`config.mk`:
```
export PLATFORM = sky130hd
export DESIGN_NAME = min_max_feature_scaler_top
export DESIGN_NICKNAME = d
export VERILOG_FILES = /design/src/mmfs_pkg.sv /design/src/min_max_feature_scaler_top.sv
export SDC_FILE = /design/constraint.sdc
export NUM_CORES = 1
export LEC_CHECK = 0
export BUFFER_PORTS_ARGS = -buffer_cell sky130_fd_sc_hd__buf_4
export CORE_ASPECT_RATIO = 1.1
export CORE_UTILIZATION = 55
export CTS_CLUSTER_DIAMETER = 60
export DETAILED_ROUTE_END_ITERATION = 10
export GPL_ROUTABILITY_DRIVEN = 0
export PLACE_DENSITY_LB_ADDON = 0.15
export SLEW_MARGIN = 30
export SYNTH_ARGS = -nofsm -noshare
export SYNTH_HDL_FRONTEND = slang
export SYNTH_SLANG_ARGS = --single-unit
```
`constraint.sdc`:
```
create_clock -name clk -period 4.9 [get_ports clk]
set_input_delay 0.98 -clock clk [delete_from_list [all_inputs] [get_ports clk]]
set_output_delay 0.98 -clock clk [all_outputs]
set_load 0.1 [all_outputs]
```
`src/mmfs_pkg.sv`:
```
`timescale 1ns / 1ps
`default_nettype none

package mmfs_pkg;

	localparam int FEATURES_DEF    = 16;
	localparam int SAMPLE_BITS_DEF = 16;
	localparam int FEATURE_W       = 4;
	localparam int CMD_W           = 2;
	localparam int Q_FRAC_BITS     = 16;
	localparam int SCALED_W        = Q_FRAC_BITS + 1;
	localparam logic [SCALED_W-1:0] Q_ONE = {1'b1, {Q_FRAC_BITS{1'b0}}};

	typedef enum logic [CMD_W-1:0] {
		CMD_OBSERVE = 2'd0,
		CMD_SCALE   = 2'd1,
		CMD_CLEAR   = 2'd2
	} cmd_t;

	typedef enum logic [2:0] {
		S_IDLE,
		S_LOOK,
		S_PREP,
		S_DIV,
		S_DONE
	} state_t;

endpackage

`default_nettype wire

```
`src/min_max_feature_scaler_top.sv`:
```
// per-feature min-max scaler
// input channel: in_valid / in_stall with command, feature_index, value.
//   command observe folds value into the running min and max of its feature,
//   scale returns (value - min) / (max - min) as unsigned Q1.16 (65536 = 1.0),
//   clear restores every feature to the empty state. code 3 is dropped.
// output channel: out_valid / out_stall with out_feature, scaled, raw_value,
//   passed_through. only scale beats produce an output beat. a feature with
//   max <= min (zero range or never observed) or an index out of range
//   returns scaled 0 with passed_through set.
// timing: after an accepted beat in_stall stays high until the item is done.
//   clear acts on acceptance, observe steps through look and prep, scale
//   through look, prep and done, adding divide states when division is needed,
//   run by the restoring divider that yields one quotient bit per cycle. the
//   result sits in an output register; while out_stall holds it there, the
//   next input beat is still taken; a finished scale waits for it to drain.
// reset: all statistics read as empty, no clearing pass, both channels idle.
`timescale 1ns / 1ps
`default_nettype none

module min_max_feature_scaler_top #(
	parameter int FEATURES    = mmfs_pkg::FEATURES_DEF,
	parameter int SAMPLE_BITS = mmfs_pkg::SAMPLE_BITS_DEF
) (
	input  wire logic                           clk,
	input  wire logic                           arst_n,
	input  wire logic                           in_valid,
	output logic                                in_stall,
	input  wire logic [mmfs_pkg::CMD_W-1:0]     command,
	input  wire logic [mmfs_pkg::FEATURE_W-1:0] feature_index,
	input  wire logic signed [SAMPLE_BITS-1:0]  value,
	output logic                                out_valid,
	input  wire logic                           out_stall,
	output logic [mmfs_pkg::FEATURE_W-1:0]      out_feature,
	output logic [mmfs_pkg::SCALED_W-1:0]       scaled,
	output logic signed [SAMPLE_BITS-1:0]       raw_value,
	output logic                                passed_through
);
	import mmfs_pkg::*;

	localparam int SB    = SAMPLE_BITS;
	localparam int IDX_W = (FEATURES > 1) ? $clog2(FEATURES) : 1;
	localparam int CNT_W = $clog2(Q_FRAC_BITS);
	localparam logic [CNT_W-1:0] CNT_LAST = CNT_W'(Q_FRAC_BITS - 1);
	localparam logic signed [SB-1:0] S_MAX = {1'b0, {(SB-1){1'b1}}};
	localparam logic signed [SB-1:0] S_MIN = {1'b1, {(SB-1){1'b0}}};

	state_t state_q, state_d;

	cmd_t                   cmd_q;
	logic [FEATURE_W-1:0]   feat_q;
	logic signed [SB-1:0]   val_q;
	logic                   in_range_q;
	logic [IDX_W-1:0]       addr_q;

	logic signed [SB-1:0]   min_mem [FEATURES];
	logic signed [SB-1:0]   max_mem [FEATURES];
	logic signed [SB-1:0]   min_rd_q, max_rd_q;
	logic [FEATURES-1:0]    valid_q;
	logic                   ent_valid_q;

	logic [SB-1:0]          rem_q, den_q;
	logic [Q_FRAC_BITS-1:0] quo_q;
	logic [CNT_W-1:0]       cnt_q;
	logic [SCALED_W-1:0]    res_scaled_q;
	logic                   res_pass_q;

	logic                   out_valid_q;
	logic [FEATURE_W-1:0]   out_feature_q;
	logic [SCALED_W-1:0]    scaled_q;
	logic signed [SB-1:0]   raw_value_q;
	logic                   passed_through_q;

	logic                   accept;
	logic [8:0]             idx_wide;
	logic signed [SB-1:0]   lo, hi;
	logic                   range_ok;
	logic [SB-1:0]          diff_vl, diff_hl;
	logic [SB:0]            trial;
	logic                   trial_ge;
	logic [SB-1:0]          trial_sub;
	logic [Q_FRAC_BITS-1:0] quo_next;
	logic                   do_write;
	logic                   start_div;
	logic                   load_out;

	assign accept   = in_valid && !in_stall;
	assign idx_wide = 9'(feature_index);

	// statistics seen through the valid bits
	assign lo       = ent_valid_q ? min_rd_q : S_MAX;
	assign hi       = ent_valid_q ? max_rd_q : S_MIN;
	assign range_ok = in_range_q && (hi > lo);
	assign diff_vl  = val_q - lo;
	assign diff_hl  = hi - lo;

	// shared restoring divide step
	assign trial     = {rem_q, 1'b0};
	assign trial_ge  = trial >= {1'b0, den_q};
	assign trial_sub = trial[SB-1:0] - den_q;
	assign quo_next  = {quo_q[Q_FRAC_BITS-2:0], trial_ge};

	always_comb begin
		state_d   = state_q;
		in_stall  = 1'b1;
		do_write  = 1'b0;
		start_div = 1'b0;
		load_out  = 1'b0;
		case (state_q)
			S_IDLE: begin
				in_stall = 1'b0;
				if (in_valid && (command == CMD_OBSERVE || command == CMD_SCALE)) begin
					state_d = S_LOOK;
				end
			end
			S_LOOK: begin
				state_d = S_PREP;
			end
			S_PREP: begin
				if (cmd_q == CMD_OBSERVE) begin
					do_write = in_range_q;
					state_d  = S_IDLE;
				end else if (range_ok && val_q > lo && val_q < hi) begin
					start_div = 1'b1;
					state_d   = S_DIV;
				end else begin
					state_d = S_DONE;
				end
			end
			S_DIV: begin
				if (cnt_q == CNT_LAST) begin
					state_d = S_DONE;
				end
			end
			S_DONE: begin
				if (!out_valid_q || !out_stall) begin
					load_out = 1'b1;
					state_d  = S_IDLE;
				end
			end
			default: begin
				state_d = S_IDLE;
			end
		endcase
	end

	always_ff @(posedge clk or negedge arst_n) begin
		if (!arst_n) begin
			state_q     <= S_IDLE;
			valid_q     <= '0;
			cnt_q       <= '0;
			out_valid_q <= 1'b0;
		end else begin
			state_q <= state_d;
			if (accept && command == CMD_CLEAR) begin
				valid_q <= '0;
			end else if (do_write) begin
				valid_q[addr_q] <= 1'b1;
			end
			if (start_div) begin
				cnt_q <= '0;
			end else if (state_q == S_DIV) begin
				cnt_q <= cnt_q + 1'b1;
			end
			if (load_out) begin
				out_valid_q <= 1'b1;
			end else if (!out_stall) begin
				out_valid_q <= 1'b0;
			end
		end
	end

	// statistics memories
	always_ff @(posedge clk) begin
		if (state_q == S_LOOK) begin
			min_rd_q    <= min_mem[addr_q];
			max_rd_q    <= max_mem[addr_q];
			ent_valid_q <= valid_q[addr_q];
		end
		if (do_write) begin
			min_mem[addr_q] <= (val_q < lo) ? val_q : lo;
			max_mem[addr_q] <= (val_q > hi) ? val_q : hi;
		end
	end

	always_ff @(posedge clk) begin
		if (accept) begin
			cmd_q      <= cmd_t'(command);
			feat_q     <= feature_index;
			val_q      <= value;
			in_range_q <= idx_wide < 9'(FEATURES);
			addr_q     <= idx_wide[IDX_W-1:0];
		end
		if (state_q == S_PREP) begin
			rem_q        <= diff_vl;
			den_q        <= diff_hl;
			quo_q        <= '0;
			res_pass_q   <= !range_ok;
			res_scaled_q <= (range_ok && val_q >= hi) ? Q_ONE : '0;
		end else if (state_q == S_DIV) begin
			rem_q <= trial_ge ? trial_sub : trial[SB-1:0];
			quo_q <= quo_next;
			if (cnt_q == CNT_LAST) begin
				res_scaled_q <= {1'b0, quo_next};
			end
		end
		if (load_out) begin
			out_feature_q    <= feat_q;
			scaled_q         <= res_scaled_q;
			raw_value_q      <= val_q;
			passed_through_q <= res_pass_q;
		end
	end

	assign out_valid      = out_valid_q;
	assign out_feature    = out_feature_q;
	assign scaled         = scaled_q;
	assign raw_value      = raw_value_q;
	assign passed_through = passed_through_q;

	a_clear_empties: assert property (@(posedge clk) disable iff (!arst_n)
		(accept && command == CMD_CLEAR) |=> (valid_q == '0))
		else $error("clear did not empty the statistics");

	a_rem_below_den: assert property (@(posedge clk) disable iff (!arst_n)
		(state_q == S_DIV) |-> (rem_q < den_q))
		else $error("divider remainder not below divisor");

	a_pass_gives_zero: assert property (@(posedge clk) disable iff (!arst_n)
		(out_valid && passed_through) |-> (scaled == '0))
		else $error("pass-through result with nonzero scaled value");

	a_scaled_bound: assert property (@(posedge clk) disable iff (!arst_n)
		out_valid |-> (scaled <= Q_ONE))
		else $error("scaled value above one");

	a_load_only_when_free: assert property (@(posedge clk) disable iff (!arst_n)
		load_out |-> (!out_valid_q || !out_stall))
		else $error("output register overwritten while stalled");

endmodule

`default_nettype wire
```
==> impl_metrics.py, run 1 <==
metrics = {
    "worst_setup_path": {
        "r2r_slack_ns": 0.41,
        "r2r_start": "ent_valid_q$_DFFE_PP_",
        "path_class": "register to register",
        "cp_max_fo": 31,
        "arrival_ns": 4.95,
        "start_kind": "register",
        "rr_worst_depth": 11,
        "r2r-end": "min_mem[11][12]$_DFFE_PP_",
        "critPathRequiredTime_ns": 5.36,
        "cp-end-kind": "register",
    },
    "floorplanning": {
        "die_height_um": 243,
        "start_util_pct": 55.6,
        "ios": 66,
        "die_w_um": 221,
        "core_area_sq_mm": 0.0523,
        "row_count": 88,
        "die_area_sq_mm": 0.0538,
    },
    "synthesis": {
        "synth_area_per_cell_sq_um": 17.7,
        "synth_cell_types": 74,
        "seq_area_frac_synth_pct": 70.7,
        "yosys-top-cells-area": "edfxtp_1 (68%), mux4_2 (13%), ha_1 (2.5%)",
        "yosys.area.top_type": "edfxtp_1",
        "yosysWarnings": 0,
        "synth.ff_latch_count": 694,
        "syn-cell-area_sq_mm": 0.0291,
        "synth_nets": 1729,
        "synthFlopType": "edfxtp_1",
        "synth_top_area_share_pct": 67.7,
        "async_reset_ff_share_pct": 3.46,
        "synth-edff-count": 655,
        "synthCells": 1645,
    },
    "final_layout": {
        "synthToLayoutAreaGrowth_pct": 14.1,
        "antennaDiodeCount": 0,
        "drive_gt1_share_pct": 24.0,
        "fin_util_pct": 63.5,
        "nNetsFinal": 1864,
        "fillers": 3618,
        "final_area_sq_mm": 0.0332,
        "final-seq-area_sq_mm": 0.0206,
        "multi_input_area_sq_mm": 0.00816,
    },
    "clock_tree": {
        "post_cts_buffers": 0,
        "cts_resized": 0,
        "insertion_delay_ns": 0.63,
        "clkTransAtPathRegs_ns": 0.06,
        "cts_root_buf": "clkbuf_16",
        "cts_buffers": 70,
        "numClockSinks": 694,
        "clock_path_buffers": 3,
        "hold_buffers": 0,
        "htree_levels": 3,
        "cts_tree": "done",
    },
    "global_routing": {
        "gr-total-overflow": 0,
        "grt_max_degree": 64,
        "antenna_found_initial": 0,
        "grt_first_pass_wirelength_um": 104000,
        "track_usage_pct": 26.5,
        "grt_pass1_vias": 16100,
    },
    "power": {
        "internal-power_uw": 12600,
        "comb_power_share_pct": 28.3,
        "power_frac_seq_pct": 43.9,
        "switchingPower_uw": 5950,
        "powerDensity_mw_per_mm2": 559,
        "netSwitchingFraction_pct": 32.1,
        "peakVddDrop_v": 0.000442,
        "leakage_uw": 0.0114,
        "clockPowerShare_pct": 27.9,
    },
    "drt": {
        "via_count": 16000,
        "wl_um": 68800,
        "antenna_left": 0,
        "drc": 0,
        "routed_via_density": 6.37,
        "wire_per_inst_um": 27.5,
        "drt_first_pass_iters": 5,
        "drt_iter0_markers": 1820,
    },
    "place": {
        "placed_area_sq_mm": 0.0309,
        "hpwlAfterDp_um": 42500,
        "port_buffers": 65,
    },
    "timing": {
        "clock_skew_ns": 0.0316,
        "finalHoldViolCount": 0,
        "rsz0062_at_grt": "false",
        "fmax_mhz": 223,
        "worst_pin_slew_ns": 0.976,
        "final_max_slew_viol_count": 0,
        "fin_crit_sh_pct": 91.6,
        "setup_tns_ns": 0,
        "timing.hold.ws_ns": 0.251,
        "setup_viol": 0,
        "fin_crit_ns": 4.49,
        "maxSlewHeadroom_pct": 35.0,
    },
    "hold_path": {
        "hold_class": "primary input to async pin",
    },
    "flow_run": {
        "cap_violations": 0,
    },
    "status": {
        "status": "complete, no violations",
    },
}
how the worst max path moves through the flow:
stage | start | to | cells after the start
2_1_floorplan | state_q[2]$_DFFE_PN0P_ | max_mem[0][0]$_DFFE_PP_ | 9
3_3_place_gp | ent_valid_q$_DFFE_PP_ | max_mem[14][4]$_DFFE_PP_ | 11
3_5_place_dp | ent_valid_q$_DFFE_PP_ | min_mem[0][5]$_DFFE_PP_ | 10
4_1_cts | ent_valid_q$_DFFE_PP_ | min_mem[1][5]$_DFFE_PP_ | 10
5_1_grt | ent_valid_q$_DFFE_PP_ | min_mem[14][14]$_DFFE_PP_ | 10
6_report | ent_valid_q$_DFFE_PP_ | min_mem[11][12]$_DFFE_PP_ | 11
final cells by class:
type	instances	area share, %
Multi-Input combinational cell	819	24.6
Timing Repair Buffer	137	3.59
Sequential cell	694	62.0
Clock inverter	35	0.833
Inverter	58	0.656
Tap cell	675	2.54
Clock buffer	87	5.82
Yosys cell counts, types with 3 or more instances:
| cell type | number |
|---|---|
| and2_1 | 19 |
| o2111ai_1 | 3 |
| mux4_2 | 165 |
| nor2b_1 | 19 |
| a21oi_1 | 45 |
| nand3b_1 | 4 |
| nor2_1 | 52 |
| mux2i_1 | 4 |
| mux2_2 | 3 |
| a21o_1 | 14 |
| dfrtp_1 | 24 |
| buf_2 | 14 |
| a31oi_1 | 11 |
| and4_1 | 6 |
| o21ai_0 | 56 |
| a211oi_1 | 16 |
| xnor2_1 | 27 |
| edfxtp_1 | 655 |
| o21ai_1 | 6 |
| nand3_1 | 32 |
| nand2_1 | 114 |
| clkbuf_1 | 51 |
| nand2b_1 | 26 |
| o21a_1 | 25 |
| ha_1 | 57 |
| xor2_1 | 15 |
| o31a_1 | 3 |
| nand4_1 | 7 |
| buf_1 | 6 |
| o21bai_1 | 3 |
| o211ai_1 | 8 |
| inv_1 | 58 |
| nor3_1 | 18 |
| and3_1 | 4 |
| or3_1 | 4 |
| o22ai_1 | 4 |
| dfxtp_1 | 15 |
| o41ai_1 | 3 |
routing by layer:
metal  share of wire, %  GRT usage (%)  vias up
met2                 48           41.8      655
met4                2.0           7.92        0
met3                7.6           4.47       96
met1                 42           38.3     8362
met5                  0              0        -
li1                   -              -     6848
layout by cell type (no fill, tap or decap), drive strengths merged, types with 8 or more instances in the layout:
cell    instances
dfrtp          24
nand2b         26
nand2         115
inv            61
nor3           19
a21oi          45
buf           137
and2           19
xor2           15
ha             57
edfxtp        655
dfxtp          15
a31oi          11
nor2b          20
nor2           52
clkbuf         87
a21o           14
mux4          165
o21a           25
a211oi         16
clkinv         27
xnor2          27
nand3          32
o21ai          62
o211ai          8
flip-flops by register name, indices dropped and copies added, names as in the netlist:
register        cells
out_feature         4
addr_q              4
res_scaled_q       17
valid_q            16
den_q              16
cnt_q               4
min_rd_q           16
res_pass_q          1
rem_q              16
raw_value          16
ent_valid_q         1
min_mem           256
scaled             17
state_q             3
max_mem           256
quo_q              15
max_rd_q           16
val_q              16
out_valid           1
passed_through      1
cmd_q               2
power by group through the flow:
stage,clock network (uW),registers (uW),logic (uW)
detailed placement,0,8250,5200
floorplan,0,8450,3290
CTS,5250,8130,5220
global route,5470,8170,5680
finish,5170,8130,5240
global placement,0,8250,5070
worst max-delay path, stage by stage (launching register included):
cell and delay, ns:
edfxtp_1 0.93, buf_12 0.27, nor2b_1 0.33, ha_1 0.29
nand2_1 0.07, mux2_4 0.29, a31o_1 0.23, a21o_1 0.17
o2111ai_2 0.25, nand2_2 0.42, o21ai_0 0.74, buf_4 0.31
through the flow:
stage / total power (uW) / setup WS, ns / instances
floorplan: 11700 / 0.660 / 1645
global placement: 13300 / 0.316 / 2382
detailed placement: 13400 / 0.510 / 2383
CTS: 18600 / 0.467 / 2505
global route: 19300 / 0.171 / 2505
finish: 18500 / 0.412 / 2505
logic make-up (layout without fill, tap and decap cells):
| logic type | after synthesis | in the layout | synth area share, % |
|---|---|---|---|
| flops | 694 | 694 | 70.7 |
| compound gates | 227 | 227 | 5.13 |
| fa+ha+maj | 59 | 59 | 2.56 |
| mux | 173 | 173 | 13.1 |
| xor+xnor | 42 | 42 | 1.27 |
| buf+inv | 132 | 317 | 1.82 |
| simple gates | 318 | 318 | 5.39 |
(Power assumes the default switching activity.)
==> run 2, diff against run 1 <==
Settings changed: CORE_UTILIZATION 55 to 35.
==> run 2 against run 1 <==
  * Critical path depth rose by 1
  * Global-route usage shrank 8.2 points
  * Utilization shrank 22 points
  * Wire length grew 9.5%
  * Combinational power rose by 1%
  * Register-to-register slack better by 0.41 ns
  * Final cell count increased by 16%
  * Die area grew 57%
  * Non-clock buffer count rose by 1
  * Setup slack improved by 0.41 ns
  * Clock-buffer cell count up 5
  * Critical path type unchanged
==> impl_metrics.py, run 2 (synthesized netlist as in run 1, its figures left out) <==
metrics = {
    "status": {
        "status": "complete, no violations",
    },
    "floorplanning": {
        "ios": 66,
        "start_util_pct": 35.4,
        "core_area_sq_mm": 0.0820,
        "die_w_um": 277,
        "die_height_um": 304,
        "die_area_sq_mm": 0.0842,
        "row_count": 110,
    },
    "worst_setup_path": {
        "cp-end-kind": "register",
        "critPathRequiredTime_ns": 5.35,
        "path_class": "register to register",
        "r2r_slack_ns": 0.82,
        "start_kind": "register",
        "arrival_ns": 4.53,
        "cp_max_fo": 30,
        "rr_worst_depth": 12,
    },
    "drt": {
        "via_count": 15500,
        "drt_iter0_markers": 1225,
        "wl_um": 75300,
        "drt_first_pass_iters": 5,
        "wire_per_inst_um": 25.9,
        "routed_via_density": 5.34,
        "antenna_left": 0,
        "drc": 0,
    },
    "clock_tree": {
        "post_cts_buffers": 0,
        "clkTransAtPathRegs_ns": 0.06,
        "insertion_delay_ns": 0.63,
        "numClockSinks": 694,
        "cts_root_buf": "clkbuf_16",
        "cts_tree": "done",
        "htree_levels": 3,
        "hold_buffers": 0,
        "clock_path_buffers": 3,
        "cts_buffers": 77,
        "cts_resized": 0,
    },
    "global_routing": {
        "grt_pass1_vias": 16200,
        "gr-total-overflow": 0,
        "grt_max_degree": 106,
        "track_usage_pct": 18.2,
        "antenna_found_initial": 1,
        "grt_first_pass_wirelength_um": 112000,
    },
    "timing": {
        "fin_crit_ns": 4.08,
        "final_max_slew_viol_count": 0,
        "finalHoldViolCount": 0,
        "maxSlewHeadroom_pct": 36.9,
        "fin_crit_sh_pct": 83.2,
        "rsz0062_at_grt": "false",
        "clock_skew_ns": 0.0251,
        "setup_tns_ns": 0,
        "worst_pin_slew_ns": 0.947,
        "setup_viol": 0,
        "fmax_mhz": 245,
    },
    "power": {
        "switchingPower_uw": 6120,
        "comb_power_share_pct": 28.2,
        "powerDensity_mw_per_mm2": 557,
        "leakage_uw": 0.0114,
        "power_frac_seq_pct": 43.2,
        "netSwitchingFraction_pct": 32.5,
        "clockPowerShare_pct": 28.6,
        "internal-power_uw": 12700,
        "peakVddDrop_v": 0.000331,
    },
    "final_layout": {
        "antennaDiodeCount": 0,
        "synthToLayoutAreaGrowth_pct": 16.4,
        "reg_top3": "max_mem: 256 flops, min_mem: 256 flops",
        "drive_gt1_share_pct": 24.1,
        "fin_util_pct": 41.2,
        "nNetsFinal": 1872,
        "layout_commonest_cell": "edfxtp_1",
        "layout_common_cells": "edfxtp_1 (655), mux4_2 (165), buf_4 (123), nand2_1 (114), clkbuf_16 (78)",
    },
    "place": {
        "hpwlAfterDp_um": 46800,
        "port_buffers": 65,
    },
    "flow_run": {
        "cap_violations": 0,
    },
    "hold_path": {
        "hold_class": "primary input to async pin",
    },
}
[run 2: cell count changes in the layout (fill, tap and decap cells not counted), sizes merged]
cell      delta
clkbuf       +5
clkinv      +10
buf          +1
clkinvlp     +2
bufinv       -1
inv          +1
[run 2: area by class of cell]
cell class / instances / area (sq um)
Sequential cell: 694 / 20600
Fill cell: 7356 / 48200
Tap cell: 1064 / 1330
Multi-Input combinational cell: 819 / 8140
Inverter: 58 / 218
Timing Repair Buffer: 138 / 1220
Clock buffer: 92 / 2010
Clock inverter: 47 / 340
[run 2: power groups by stage]
| stage | Clock (uW) | Combinational, uW | Sequential (uW) |
|---|---|---|---|
| global route | 5750 | 5830 | 8180 |
| finish | 5400 | 5310 | 8140 |
| detailed placement | 0 | 5360 | 8260 |
| floorplan | 0 | 3290 | 8450 |
| global placement | 0 | 5290 | 8260 |
| CTS | 5550 | 5380 | 8140 |
[run 2: stage by stage]
step	setup slack (ns)	instances	total power, uW	cell area, sq um	hold slack (ns)
2_1_floorplan	0.660	1645	11700	29100	0.400
3_3_place_gp	0.900	2773	13500	31500	0.403
3_5_place_dp	0.815	2773	13600	31500	0.406
4_1_cts	0.782	2912	19100	33800	0.226
5_1_grt	0.427	2912	19800	33800	0.249
6_report	0.822	2912	18800	33800	0.249
[run 2: final timing paths]
path                                                     start                 endpoint
worst max-delay path                     ent_valid_q$_DFFE_PP_  max_mem[9][0]$_DFFE_PP_
worst min-delay path                                    arst_n   valid_q[4]$_DFFE_PN0P_
worst max register to register           ent_valid_q$_DFFE_PP_  max_mem[9][0]$_DFFE_PP_
worst min register to register  res_scaled_q[12]$_SDFFCE_PP0P_     scaled[12]$_DFFE_PP_
max in group asynchronous                               arst_n     cnt_q[1]$_DFFE_PN0P_
min in group clk                res_scaled_q[12]$_SDFFCE_PP0P_     scaled[12]$_DFFE_PP_
[run 2: worst max-delay path: stages, from the launching register on]
cell and delay, ns:
edfxtp_1 0.58, buf_4 0.38, nand2_1 0.16, ha_1 0.33
nand4_1 0.12, a2111oi_0 0.39, o21ai_0 0.15, o211ai_1 0.14
mux2i_1 0.51, a21oi_2 0.21, buf_4 0.26, o21ai_0 0.35
buf_4 0.28
[run 2: layer usage]
metal | global-route usage, % | part of all wire (%) | wire [um] | vias to the layer above
met3 | 2.46 | 4.3 | 3260 | 79
met2 | 30.5 | 50 | 37400 | 398
met4 | 5.31 | 1.9 | 1430 | 0
li1 | - | - | - | 6858
met1 | 24.8 | 44 | 33300 | 8203
met5 | 0 | 0 | 0 | -
